<file path="src/rtl/teba_pkg.sv">
// shared types, constants and helpers of the two-ended bump allocator
package teba_pkg;

    localparam int ADDR_W     = 32;
    localparam int SIZE_W     = 25;
    localparam int FREE_W     = 25;
    localparam int ALIGN_W    = 7;
    localparam int CMD_W      = 3;
    localparam int RSIZE_W    = SIZE_W + 1;
    localparam int CHARGE_W   = ADDR_W + 1;
    localparam int CFG_IDX_W  = 2;
    localparam int CFG_DATA_W = 32;
    localparam int S_DATA_W   = 40;
    localparam int M_DATA_W   = 64;

    localparam int POINTER_BYTES = 4;
    localparam int MIN_ALIGN     = 4;
    localparam int MIN_SIZE      = 4;

    localparam logic [FREE_W-1:0] FREE_MAX = '1;

    typedef enum logic [CMD_W-1:0] {
        CMD_HEAD      = 3'd0,
        CMD_TAIL      = 3'd1,
        CMD_FREE_ALL  = 3'd2,
        CMD_FREE_TAIL = 3'd3,
        CMD_QUERY     = 3'd4
    } cmd_t;

    typedef enum logic [CFG_IDX_W-1:0] {
        REG_BASE_ADDRESS = 2'd0,
        REG_HEAP_SIZE    = 2'd1,
        REG_ERR_ENABLE   = 2'd2
    } cfg_reg_t;

    typedef enum logic [1:0] {
        ST_IDLE,
        ST_ADDR,
        ST_CHARGE,
        ST_COMMIT
    } state_t;

    // step strobes from the controller to the datapath
    typedef struct packed {
        logic load;
        logic addr;
        logic charge;
        logic commit;
    } dp_cmd_t;

    // size rounded up to the minimum and to pointer size
    function automatic logic [RSIZE_W-1:0] round_size(input logic [SIZE_W-1:0] raw);
        logic [RSIZE_W-1:0] s;
        s = {1'b0, raw};
        if (s < RSIZE_W'(MIN_SIZE)) begin
            s = RSIZE_W'(MIN_SIZE);
        end
        return (s + RSIZE_W'(POINTER_BYTES - 1)) & ~RSIZE_W'(POINTER_BYTES - 1);
    endfunction

    // alignment mask: highest set bit of the request, at least the minimum alignment
    function automatic logic [ALIGN_W-1:0] align_mask(input logic [ALIGN_W-1:0] raw);
        logic [ALIGN_W-1:0] a;
        a = '0;
        for (int b = 0; b < ALIGN_W; b++) begin
            if (raw[b]) begin
                a = ALIGN_W'(1) << b;
            end
        end
        if (a < ALIGN_W'(MIN_ALIGN)) begin
            a = ALIGN_W'(MIN_ALIGN);
        end
        return a - ALIGN_W'(1);
    endfunction

endpackage

</file>
<file path="src/rtl/teba_dp.sv">
// datapath: configuration, pointers, free count, step registers and result word
module teba_dp (
    input  logic                              aclk,
    input  logic                              aresetn,
    input  logic                              cfg_wr_en,
    input  logic [teba_pkg::CFG_IDX_W-1:0]    cfg_index,
    input  logic [teba_pkg::CFG_DATA_W-1:0]   cfg_wdata,
    input  logic [teba_pkg::S_DATA_W-1:0]     s_tdata,
    input  teba_pkg::dp_cmd_t                 cmd,
    output logic [teba_pkg::M_DATA_W-1:0]     m_tdata
);
    import teba_pkg::*;

    logic [ADDR_W-1:0]   base_reg, base_next;
    logic [FREE_W-1:0]   heap_reg, heap_next;
    logic                err_en_reg, err_en_next;

    logic [ADDR_W-1:0]   head_reg, head_next;
    logic [ADDR_W-1:0]   tail_reg, tail_next;
    logic [FREE_W-1:0]   free_reg, free_next;

    cmd_t                op_reg, op_next;
    logic [RSIZE_W-1:0]  size_reg, size_next;
    logic [ALIGN_W-1:0]  mask_reg, mask_next;
    logic [ADDR_W-1:0]   start_reg, start_next;
    logic [CHARGE_W-1:0] charge_reg, charge_next;

    logic [ADDR_W-1:0]   out_addr_reg, out_addr_next;
    logic                out_ok_reg, out_ok_next;
    logic                out_hcall_reg, out_hcall_next;
    logic [FREE_W-1:0]   out_free_reg, out_free_next;

    logic [ADDR_W-1:0]   wide_mask;
    logic                fits;

    // pointer distances, wrapping modulo 2^32
    logic [ADDR_W-1:0]   head_gap;
    logic [ADDR_W-1:0]   tail_gap;
    logic [ADDR_W-1:0]   end_gap;

    assign wide_mask = ADDR_W'(mask_reg);
    assign fits      = charge_reg <= CHARGE_W'(free_reg);
    assign head_gap  = start_reg - head_reg;
    assign tail_gap  = tail_reg - start_reg;
    assign end_gap   = start_reg - tail_reg;

    always_comb begin
        base_next      = base_reg;
        heap_next      = heap_reg;
        err_en_next    = err_en_reg;
        head_next      = head_reg;
        tail_next      = tail_reg;
        free_next      = free_reg;
        op_next        = op_reg;
        size_next      = size_reg;
        mask_next      = mask_reg;
        start_next     = start_reg;
        charge_next    = charge_reg;
        out_addr_next  = out_addr_reg;
        out_ok_next    = out_ok_reg;
        out_hcall_next = out_hcall_reg;
        out_free_next  = out_free_reg;

        if (cfg_wr_en) begin
            case (cfg_reg_t'(cfg_index))
                REG_BASE_ADDRESS: base_next   = cfg_wdata[ADDR_W-1:0];
                REG_HEAP_SIZE:    heap_next   = cfg_wdata[FREE_W-1:0];
                REG_ERR_ENABLE:   err_en_next = cfg_wdata[0];
                default:          ;
            endcase
        end

        if (cmd.load) begin
            op_next   = cmd_t'(s_tdata[CMD_W-1:0]);
            size_next = round_size(s_tdata[CMD_W +: SIZE_W]);
            mask_next = align_mask(s_tdata[CMD_W+SIZE_W +: ALIGN_W]);
        end

        // first step: aligned start address, or the region end
        if (cmd.addr) begin
            case (op_reg)
                CMD_HEAD: start_next = (head_reg + wide_mask) & ~wide_mask;
                CMD_TAIL: start_next = (tail_reg - ADDR_W'(size_reg)) & ~wide_mask;
                default:  start_next = base_reg + ADDR_W'(heap_reg);
            endcase
        end

        // second step: bytes charged, or the reclaimed total for free tail
        if (cmd.charge) begin
            case (op_reg)
                CMD_HEAD:
                    charge_next = CHARGE_W'(size_reg) + CHARGE_W'(head_gap);
                CMD_TAIL:
                    charge_next = CHARGE_W'(tail_gap);
                default:
                    charge_next = CHARGE_W'(free_reg) + CHARGE_W'(end_gap);
            endcase
        end

        if (cmd.commit) begin
            out_addr_next  = '0;
            out_ok_next    = 1'b0;
            out_hcall_next = 1'b0;
            case (op_reg)
                CMD_HEAD, CMD_TAIL: begin
                    if (fits) begin
                        out_addr_next = start_reg;
                        out_ok_next   = 1'b1;
                        free_next     = free_reg - FREE_W'(charge_reg);
                        if (op_reg == CMD_HEAD) begin
                            head_next = head_reg + charge_reg[ADDR_W-1:0];
                        end else begin
                            tail_next = start_reg;
                        end
                    end else begin
                        out_hcall_next = err_en_reg;
                    end
                end
                CMD_FREE_ALL: begin
                    head_next   = base_reg;
                    tail_next   = start_reg;
                    free_next   = heap_reg;
                    out_ok_next = 1'b1;
                end
                CMD_FREE_TAIL: begin
                    // total saturates at the largest count
                    if (charge_reg > CHARGE_W'(FREE_MAX)) begin
                        free_next = FREE_MAX;
                    end else begin
                        free_next = charge_reg[FREE_W-1:0];
                    end
                    tail_next   = start_reg;
                    out_ok_next = 1'b1;
                end
                CMD_QUERY: out_ok_next = 1'b1;
                default:   ;
            endcase
            out_free_next = free_next;
        end
    end

    always_ff @(posedge aclk) begin
        if (!aresetn) begin
            base_reg   <= '0;
            heap_reg   <= '0;
            err_en_reg <= 1'b0;
            head_reg   <= '0;
            tail_reg   <= '0;
            free_reg   <= '0;
        end else begin
            base_reg   <= base_next;
            heap_reg   <= heap_next;
            err_en_reg <= err_en_next;
            head_reg   <= head_next;
            tail_reg   <= tail_next;
            free_reg   <= free_next;
        end
    end

    always_ff @(posedge aclk) begin
        op_reg        <= op_next;
        size_reg      <= size_next;
        mask_reg      <= mask_next;
        start_reg     <= start_next;
        charge_reg    <= charge_next;
        out_addr_reg  <= out_addr_next;
        out_ok_reg    <= out_ok_next;
        out_hcall_reg <= out_hcall_next;
        out_free_reg  <= out_free_next;
    end

    assign m_tdata = {(M_DATA_W - ADDR_W - 2 - FREE_W)'(0), out_free_reg,
                      out_hcall_reg, out_ok_reg, out_addr_reg};

endmodule

</file>
<file path="src/rtl/teba_ctrl.sv">
// controller: request sequencing and result word handshake
module teba_ctrl (
    input  logic              aclk,
    input  logic              aresetn,
    input  logic              s_tvalid,
    output logic              s_tready,
    output logic              m_tvalid,
    input  logic              m_tready,
    output teba_pkg::dp_cmd_t cmd
);
    import teba_pkg::*;

    state_t state_reg, state_next;
    logic   out_valid_reg, out_valid_next;
    logic   out_free;

    assign out_free = !out_valid_reg || m_tready;

    always_comb begin
        state_next = state_reg;
        case (state_reg)
            ST_IDLE:   if (s_tvalid) state_next = ST_ADDR;
            ST_ADDR:   state_next = ST_CHARGE;
            ST_CHARGE: state_next = ST_COMMIT;
            ST_COMMIT: if (out_free) state_next = ST_IDLE;
            default:   state_next = ST_IDLE;
        endcase
    end

    always_comb begin
        s_tready   = 1'b0;
        cmd        = '0;
        case (state_reg)
            ST_IDLE: begin
                s_tready = 1'b1;
                cmd.load = s_tvalid;
            end
            ST_ADDR:   cmd.addr   = 1'b1;
            ST_CHARGE: cmd.charge = 1'b1;
            ST_COMMIT: cmd.commit = out_free;
            default:   ;
        endcase
    end

    always_comb begin
        out_valid_next = out_valid_reg;
        if (cmd.commit) begin
            out_valid_next = 1'b1;
        end else if (m_tready) begin
            out_valid_next = 1'b0;
        end
    end

    always_ff @(posedge aclk) begin
        if (!aresetn) begin
            state_reg     <= ST_IDLE;
            out_valid_reg <= 1'b0;
        end else begin
            state_reg     <= state_next;
            out_valid_reg <= out_valid_next;
        end
    end

    assign m_tvalid = out_valid_reg;

    a_commit_needs_room: assert property (@(posedge aclk) disable iff (!aresetn)
        cmd.commit |-> (!m_tvalid || m_tready))
        else $error("result overwritten before it was taken");

    a_load_starts_work: assert property (@(posedge aclk) disable iff (!aresetn)
        cmd.load |=> state_reg == ST_ADDR)
        else $error("accepted word did not start the sequence");

    a_commit_shows_result: assert property (@(posedge aclk) disable iff (!aresetn)
        cmd.commit |=> m_tvalid)
        else $error("committed result not presented");

    a_one_step_at_a_time: assert property (@(posedge aclk) disable iff (!aresetn)
        $onehot0({cmd.load, cmd.addr, cmd.charge, cmd.commit}))
        else $error("datapath steps overlap");

endmodule

</file>
<file path="src/rtl/two_ended_bump_allocator_top.sv">
// two-ended bump allocator: top level joining controller and datapath
// a result word is registered and made valid by the commit step, which waits while the
//   previous result is still held; each request takes the accept, align, charge and commit
//   steps through the single datapath before the next request is accepted
// a request may be accepted while the previous result still waits on m_tready
// reset: synchronous active-low aresetn clears config, pointers and free count to 0;
//   software writes the config and then issues free all
module two_ended_bump_allocator_top (
    input  logic                              aclk,
    input  logic                              aresetn,
    // configuration write port
    input  logic                              cfg_wr_en,
    input  logic [teba_pkg::CFG_IDX_W-1:0]    cfg_index,
    input  logic [teba_pkg::CFG_DATA_W-1:0]   cfg_wdata,
    // request stream
    input  logic                              s_tvalid,
    output logic                              s_tready,
    // command[2:0], alloc_size[27:3], align_bytes[34:28], zero fill above
    input  logic [teba_pkg::S_DATA_W-1:0]     s_tdata,
    // result stream
    output logic                              m_tvalid,
    input  logic                              m_tready,
    // block_address[31:0], success[32], handler_call[33], free_bytes[58:34], zero fill above
    output logic [teba_pkg::M_DATA_W-1:0]     m_tdata
);
    import teba_pkg::*;

    // step strobes from controller to datapath
    dp_cmd_t cmd;

    // sequencer: accepts a word, walks the datapath steps, owns the result valid
    teba_ctrl u_ctrl (
        .aclk     (aclk),
        .aresetn  (aresetn),
        .s_tvalid (s_tvalid),
        .s_tready (s_tready),
        .m_tvalid (m_tvalid),
        .m_tready (m_tready),
        .cmd      (cmd)
    );

    // arithmetic and all architectural state, including the result register
    teba_dp u_dp (
        .aclk      (aclk),
        .aresetn   (aresetn),
        .cfg_wr_en (cfg_wr_en),
        .cfg_index (cfg_index),
        .cfg_wdata (cfg_wdata),
        .s_tdata   (s_tdata),
        .cmd       (cmd),
        .m_tdata   (m_tdata)
    );

endmodule
</file>
<file path="config.mk">
export PLATFORM = sky130hd
export DESIGN_NAME = two_ended_bump_allocator_top
export DESIGN_NICKNAME = d
export VERILOG_FILES = /design/src/rtl/teba_pkg.sv /design/src/rtl/teba_dp.sv /design/src/rtl/teba_ctrl.sv /design/src/rtl/two_ended_bump_allocator_top.sv
export SDC_FILE = /design/constraint.sdc
export NUM_CORES = 1
export LEC_CHECK = 0
export ABC_AREA = 1
export BUFFER_PORTS_ARGS = -buffer_cell sky130_fd_sc_hd__buf_2
export CAP_MARGIN = 20
export CORE_ASPECT_RATIO = 1.2
export CORE_MARGIN = 1.5
export CORE_UTILIZATION = 55
export DETAILED_ROUTE_END_ITERATION = 8
export PLACE_DENSITY = 0.78
export SETUP_SLACK_MARGIN = 0.1
export SYNTH_ARGS = -nofsm -noshare
export SYNTH_HDL_FRONTEND = slang
export SYNTH_HIERARCHICAL = 1
export SYNTH_SLANG_ARGS = --single-unit
</file>
<file path="constraint.sdc">
create_clock -name aclk -period 5.05 [get_ports aclk]
set_clock_uncertainty 0.05 [all_clocks]
set_input_delay 0.505 -clock aclk [delete_from_list [all_inputs] [get_ports aclk]]
set_output_delay 0.505 -clock aclk [all_outputs]
set_load 0.05 [all_outputs]
</file>
==> impl_metrics.ini, run 1 <==
[cells_and_area]
stdcell_area_sq_um = 32400
n_fill_cell = 5106
final_layout_size_suffix_gt1_frac = 0.0694
multi_input_area_sq_um = 19100
largest_reg_flops = 33
regArea_sq_um = 7750
area_delta_synth_final_pct = 9.39
final_util = 0.613
fin_nets = 4996

[clocking]
cts_htree_levels = 2
cts_setup_buffers = 0
cts_inserted_buffers = 38
clock-sinks = 308
worstSkewPairLatency_ns = 0.59
cts_root_buffer = clkbuf_16
cts_buffer_depth = 3
cts_tree = yes
clk_pin_slew_worst_paths_ns = 0.07

[floorplan]
ios = 145
die_x_um = 215
die_h_um = 257
core-area_sq_um = 52800
rows = 92
die-area_sq_um = 55200
initial_core_util = 0.560

[global_route]
grt_pass1_wl_um = 181000
grt_pass1_vias = 30900
grt_usage = 0.436
grt_max_degree = 96
antenna_found_initial = 11
grt.overflow.total = 0

[worst_hold_path]
hold-path-endpoint = u_dp/op_reg[0]
min_from = s_tdata[0]
hold_depth = 1
hold_path_class = input port to register

[pwr]
swShare = 0.530
power_frac_seq = 0.221
p_leak_nw = 15.5
vdd_drop_max_mv = 0.467
p_per_area_nw_per_um2 = 546
pwr-share-comb = 0.619
p_clk_frac = 0.160
p_switching_mw = 9.38
p_int_mw = 8.31

[setup_path]
cp_data_arrival_time_ns = 4.94
crit_required_ns = 5.32
rr_worst_depth = 23
rr_startpoint = u_dp/start_reg[0]
timing.rr.end = u_dp/charge_reg[28]
reg2reg_slack_ns = 0.37
cp_max_fo = 5
cp-start-kind = register
critPathKind = register to register
end_kind = register

[job]
cap_violations = 0

[logic_synthesis]
synth_most_common_cell = nand2_1
synthCells = 4505
synth_top_area_cell = edfxtp_1
ys_async_sr_fraction = 0
syn_area_sq_um = 29600
synth_warnings = 6
synth_top_cell_area_share = 0.160
syn_area_per_cell_sq_um = 6.57
synth_area_leaders = edfxtp_1 (16%), nand2_1 (12%), ha_1 (12%), dfxtp_1 (10%), a21oi_1 (8.4%)
synth_ff_type = edfxtp_1
ys_ff_latch = 308
synthTopCellsByCount = nand2_1 (973), inv_1 (604), nor2_1 (510)
synth.yosys.seq_area_share = 0.262
synth_edf_count = 158
ys_types = 58

[routing]
drt-met1-wl_um = 44000
ant_nets = 0
drt-pass1-iter-count = 6
dr_wl_met2_um = 56400
wirelength_um = 123000
top_layer_used = met4
drc = 0
drt_iter0_markers = 3645
wl_per_cell_um = 23.0
route.met3.wl_um = 11300
vias_per_cell = 6.03
dr_total_vias = 32300

[run_status]
status = complete, no violations

[sta]
fin_tns_setup_ns = 0
slew_viol_final = 0
fmax_ghz = 0.214
relSlewSlack = 0.203
fin_crit_sh = 0.926
min_period_ns = 4.68
hold_viol = 0
rsz0062_at_grt = no
setup_viol = 0
worst_slew_pin_slew_ns = 1.18

[placement]
gp_congestion = 1.07
place_hpwl_um = 100000
port-buffer-count = 131
placed_cell_area_sq_um = 31100
repair_timing:
| item | in CTS | in global routing |
|---|---|---|
| setup endpoints to repair | 0 | 2 |
| resized for setup | 0 | 3 |
| hold buffers | 0 | 0 |
critical path, cell delays in order, from the launching register on:
cell and delay [ns]:
edfxtp_1 0.39, inv_1 0.09, ha_1 0.22, fa_1 0.47, o21bai_1 0.36, nand3_1 0.12
nand2_1 0.17, a21o_1 0.19, a31oi_2 0.16, o21bai_1 0.19, xor2_1 0.10, ha_1 0.35
nand2_1 0.09, nor2_1 0.17, nand2_1 0.11, or2_2 0.30, nand3_1 0.19, inv_1 0.09
nor2_1 0.16, nand2_1 0.08, nand3_1 0.15, nand2_1 0.10, inv_1 0.07, nand2_1 0.04
worst max path at each step:
stage | from | end | slack, ns
after detailed placement | u_dp/start_reg[0] | u_dp/charge_reg[28] | 0.49
after global placement | u_dp/head_reg[7] | u_dp/charge_reg[28] | 0.53
after CTS | u_dp/start_reg[0] | u_dp/charge_reg[27] | 0.43
final | u_dp/start_reg[0] | u_dp/charge_reg[28] | 0.37
after floorplan | u_dp/start_reg[0] | u_dp/charge_reg[31] | 1.29
after global routing | u_dp/head_reg[2] | u_dp/charge_reg[28] | 0.13
cell usage in the layout, fill, tap and decap left out, types with 33 or more instances in the layout:
cell / n
xor2_1: 80
clkbuf_16: 40
nand4_1: 38
inv_1: 604
a21oi_1: 497
o21ai_0: 343
nor2_1: 507
edfxtp_1: 158
nor3_1: 57
ha_1: 286
or2_2: 42
buf_2: 130
o211ai_1: 33
buf_4: 48
nand3_1: 311
dfxtp_1: 149
o21bai_1: 48
nand2_1: 972
xnor2_1: 45
per-stage QoR:
stage	setup WS (ns)	hold WS [ns]	total power, mW	cells
CTS	0.430	0.0216	17.3	5354
global route	0.127	0.0285	18.8	5361
detailed placement	0.493	0.424	14.5	5284
floorplan	1.29	0.380	11.1	4511
finish	0.374	0.0344	17.7	5362
global placement	0.532	0.416	14.4	5284
logic make-up after synthesis:
group / count (synthesis) / share of synthesized area
buffers and inverters: 724 / 0.0949
adders and majority gates: 296 / 0.128
DFF: 308 / 0.262
and+or+nand+nor: 1998 / 0.285
other: 2 / 0.000254
xor gates and xnor gates: 125 / 0.0370
AOI/OAI and AO/OA: 1052 / 0.194
power groups by stage:
stage	clock network, mW	logic, mW	registers (mW)
after CTS	2.83	10.6	3.86
after global routing	2.92	12.0	3.93
after detailed placement	0	10.5	3.91
after floorplan	0	7.26	3.85
final	2.83	10.9	3.91
after global placement	0	10.5	3.90
cell type report:
cell class,count,area share
inverters,614,0.0712
diodes,6,0.000464
flip-flops and latches,308,0.239
multi-input cells,3479,0.590
clock inverters,20,0.00533
well taps,705,0.0272
clock buffers,50,0.0336
repair buffers,180,0.0325
per-layer routing:
metal,vias up,global-route usage
met4,0,0.351
met3,514,0.0671
met2,1747,0.728
met1,14800,0.495
li1,15300,-
met5,-,0
No activity file was read; power rests on OpenSTA's default activity.
==> run 2: changes to the inputs <==
--- a/config.mk
+++ b/config.mk
@@ -6,7 +6,7 @@
 export NUM_CORES = 1
 export LEC_CHECK = 0
 export ABC_AREA = 1
-export BUFFER_PORTS_ARGS = -buffer_cell sky130_fd_sc_hd__buf_2
+export BUFFER_PORTS_ARGS = -buffer_cell sky130_fd_sc_hd__clkbuf_2
 export CAP_MARGIN = 20
 export CORE_ASPECT_RATIO = 1.2
 export CORE_MARGIN = 1.5
==> run 2 against run 1 <==
- design area hardly changed
- final cell count decreased by 0.15%
- first-iteration DRC count is 4.7% lower
- sequential power barely moved
- sequential share of layout area about the same
- die area stayed put
- worst setup slack lost 0.014 ns
- largest power group unchanged
- via count fell by 0.68%
- non-clock buffer count down 4
- largest cell class unchanged
- routed wire length decreased by 1.0%
- highest routed layer is now met5
- combinational power about the same
==> impl_metrics.ini, run 2 (synthesis gave the netlist of run 1 again) <==
[cells_and_area]
n_fill_cell = 5185
fin_nets = 4992
final_cell_mix = nand2_1 (972), inv_1 (604), nor2_1 (507), a21oi_1 (497), o21ai_0 (343)
multi_input_area_sq_um = 19100
area_delta_synth_final_pct = 9.42
final_layout_size_suffix_gt1_frac = 0.0686
largest_reg_flops = 33
final_util = 0.613
regArea_sq_um = 7750
layout_commonest_cell = nand2_1

[sta]
slew_viol_final = 0
worst_slew_pin_slew_ns = 1.18
fin_crit_sh = 0.929
fin_tns_setup_ns = 0
hold_viol = 0
setup_viol = 0
min_period_ns = 4.69
rsz0062_at_grt = no
relSlewSlack = 0.206
fmax_ghz = 0.213

[global_route]
grt_pass1_vias = 30700
grt_pass1_wl_um = 178000
grt_usage = 0.430
grt_max_degree = 96
grt.overflow.total = 0
antenna_found_initial = 5

[pwr]
p_switching_mw = 9.33
vdd_drop_max_mv = 0.352
swShare = 0.525
p_leak_nw = 15.6
p_int_mw = 8.43
p_per_area_nw_per_um2 = 549
p_clk_frac = 0.167
power_frac_seq = 0.220
pwr-share-comb = 0.613

[setup_path]
crit_family = simple AND/OR/NAND/NOR gates
crit_required_ns = 5.32
cpPeakStageDelay_ns = 0.43
cp_max_fo = 5
cp-start-kind = register
critPathBufInv = 4
cp_data_arrival_time_ns = 4.96
end_kind = register
crit_path_cell_trace = inv_1 > ha_1 > nand2_1 > nand2_1 > o21bai_1 > a21oi_1 > nand2_1 > a21o_1 > a31oi_1 > xnor2_1 > ha_1 > inv_1 > nor3_1 > inv_1 > nor3_1 > buf_4 > nand4_1 > nand3_1 > nand3_1 > nand2_1 > nand3_1 > nand3_1 > nand3_1
critPathKind = register to register
crit_top_cell = nand3_1
slowest_stage = dfxtp_1

[routing]
wirelength_um = 122000
vias_per_cell = 6.00
dr_total_vias = 32100
drt_iter0_markers = 3474
drt-pass1-iter-count = 6
drc = 0
ant_nets = 0
wl_per_cell_um = 22.8

[clocking]
worstSkewPairLatency_ns = 0.60
cts_tree = yes
clk_pin_slew_worst_paths_ns = 0.06
cts_root_buffer = clkbuf_16
cts_buffer_depth = 3
cts_inserted_buffers = 38
cts_setup_buffers = 0
ctsResizeCount = 0
cts.hold.buffers_added = 0
cts_htree_levels = 2
clock-sinks = 308

[floorplan]
initial_core_util = 0.560
ios = 145
core-area_sq_um = 52800
die-area_sq_um = 55200
die_h_um = 257
rows = 92
die_x_um = 215

[run_status]
status = complete, no violations

[placement]
place_hpwl_um = 98700
gp_congestion = 1.05
port-buffer-count = 131

[worst_hold_path]
hold_path_class = input port to register

[job]
cap_violations = 0
run 2: cell types whose count changed in the layout (fill, tap and decap cells not counted), moves of 2 or more:
cell | previous run | this run
buf_2 | 130 | 0
buf_4 | 48 | 45
bufinv_16 | 1 | 5
clkbuf_1 | 5 | 3
clkbuf_2 | 0 | 130
clkbuf_8 | 5 | 2
clkinv_2 | 4 | 8
clkinv_4 | 0 | 2
diode_2 | 6 | 2
inv_6 | 4 | 2
run 2: final timing paths:
path,start,to,slack (ns),cells past startpoint
worst max register to register,u_dp/head_reg[7],u_dp/charge_reg[29],0.36,23
worst max-delay path,u_dp/head_reg[7],u_dp/charge_reg[29],0.36,23
worst min-delay path,s_tdata[1],u_dp/op_reg[1],0.04,1
worst min register to register,u_dp/base_reg[15],u_dp/base_reg[15],0.43,2
run 2: power groups by stage:
stage / Clock [mW] / Combinational [mW] / Sequential [mW]
6_report: 2.97 / 10.9 / 3.91
5_1_grt: 3.06 / 11.8 / 3.93
4_1_cts: 2.98 / 10.6 / 3.86
3_5_place_dp: 0 / 10.5 / 3.91
3_3_place_gp: 0 / 10.4 / 3.90
2_1_floorplan: 0 / 7.26 / 3.85
run 2: cell type report:
| type | count | area share |
|---|---|---|
| multi-input cells | 3479 | 0.590 |
| clock inverters | 25 | 0.00896 |
| well taps | 705 | 0.0272 |
| flip-flops and latches | 308 | 0.239 |
| repair buffers | 176 | 0.0314 |
| inverters | 614 | 0.0711 |
| clock buffers | 45 | 0.0321 |
| diodes | 2 | 0.000154 |
run 2: worst reg2reg max path, delay by kind of cell, from the launching register on:
family                   cells  cell delay (ns)
AND/OR/NAND/NOR             12             1.65
AO/OA/AOI/OAI                4             0.89
adder cells (fa/ha/maj)      2             0.78
buffers and inverters        4             0.48
flip-flops                   1             0.43
XOR/XNOR                     1             0.16
run 2: layer usage:
| layer | global-route usage | part of all wire | vias up |
|---|---|---|---|
| met4 | 0.311 | 0.083 | 4 |
| met1 | 0.494 | 0.37 | 14700 |
| met2 | 0.733 | 0.46 | 1680 |
| met3 | 0.0606 | 0.086 | 463 |
| met5 | 0 | 0.00020 | - |
| li1 | - | - | 15200 |
run 2: through the flow:
step	cells	power [mW]	hold slack, ns	area [sq um]	setup slack (ns)
2_1_floorplan	4511	11.1	0.380	29600	1.29
3_3_place_gp	5281	14.3	0.405	31000	0.560
3_5_place_dp	5282	14.4	0.416	31100	0.511
4_1_cts	5352	17.4	0.0304	32400	0.502
5_1_grt	5354	18.8	0.0340	32400	0.197
6_report	5354	17.8	0.0384	32400	0.360
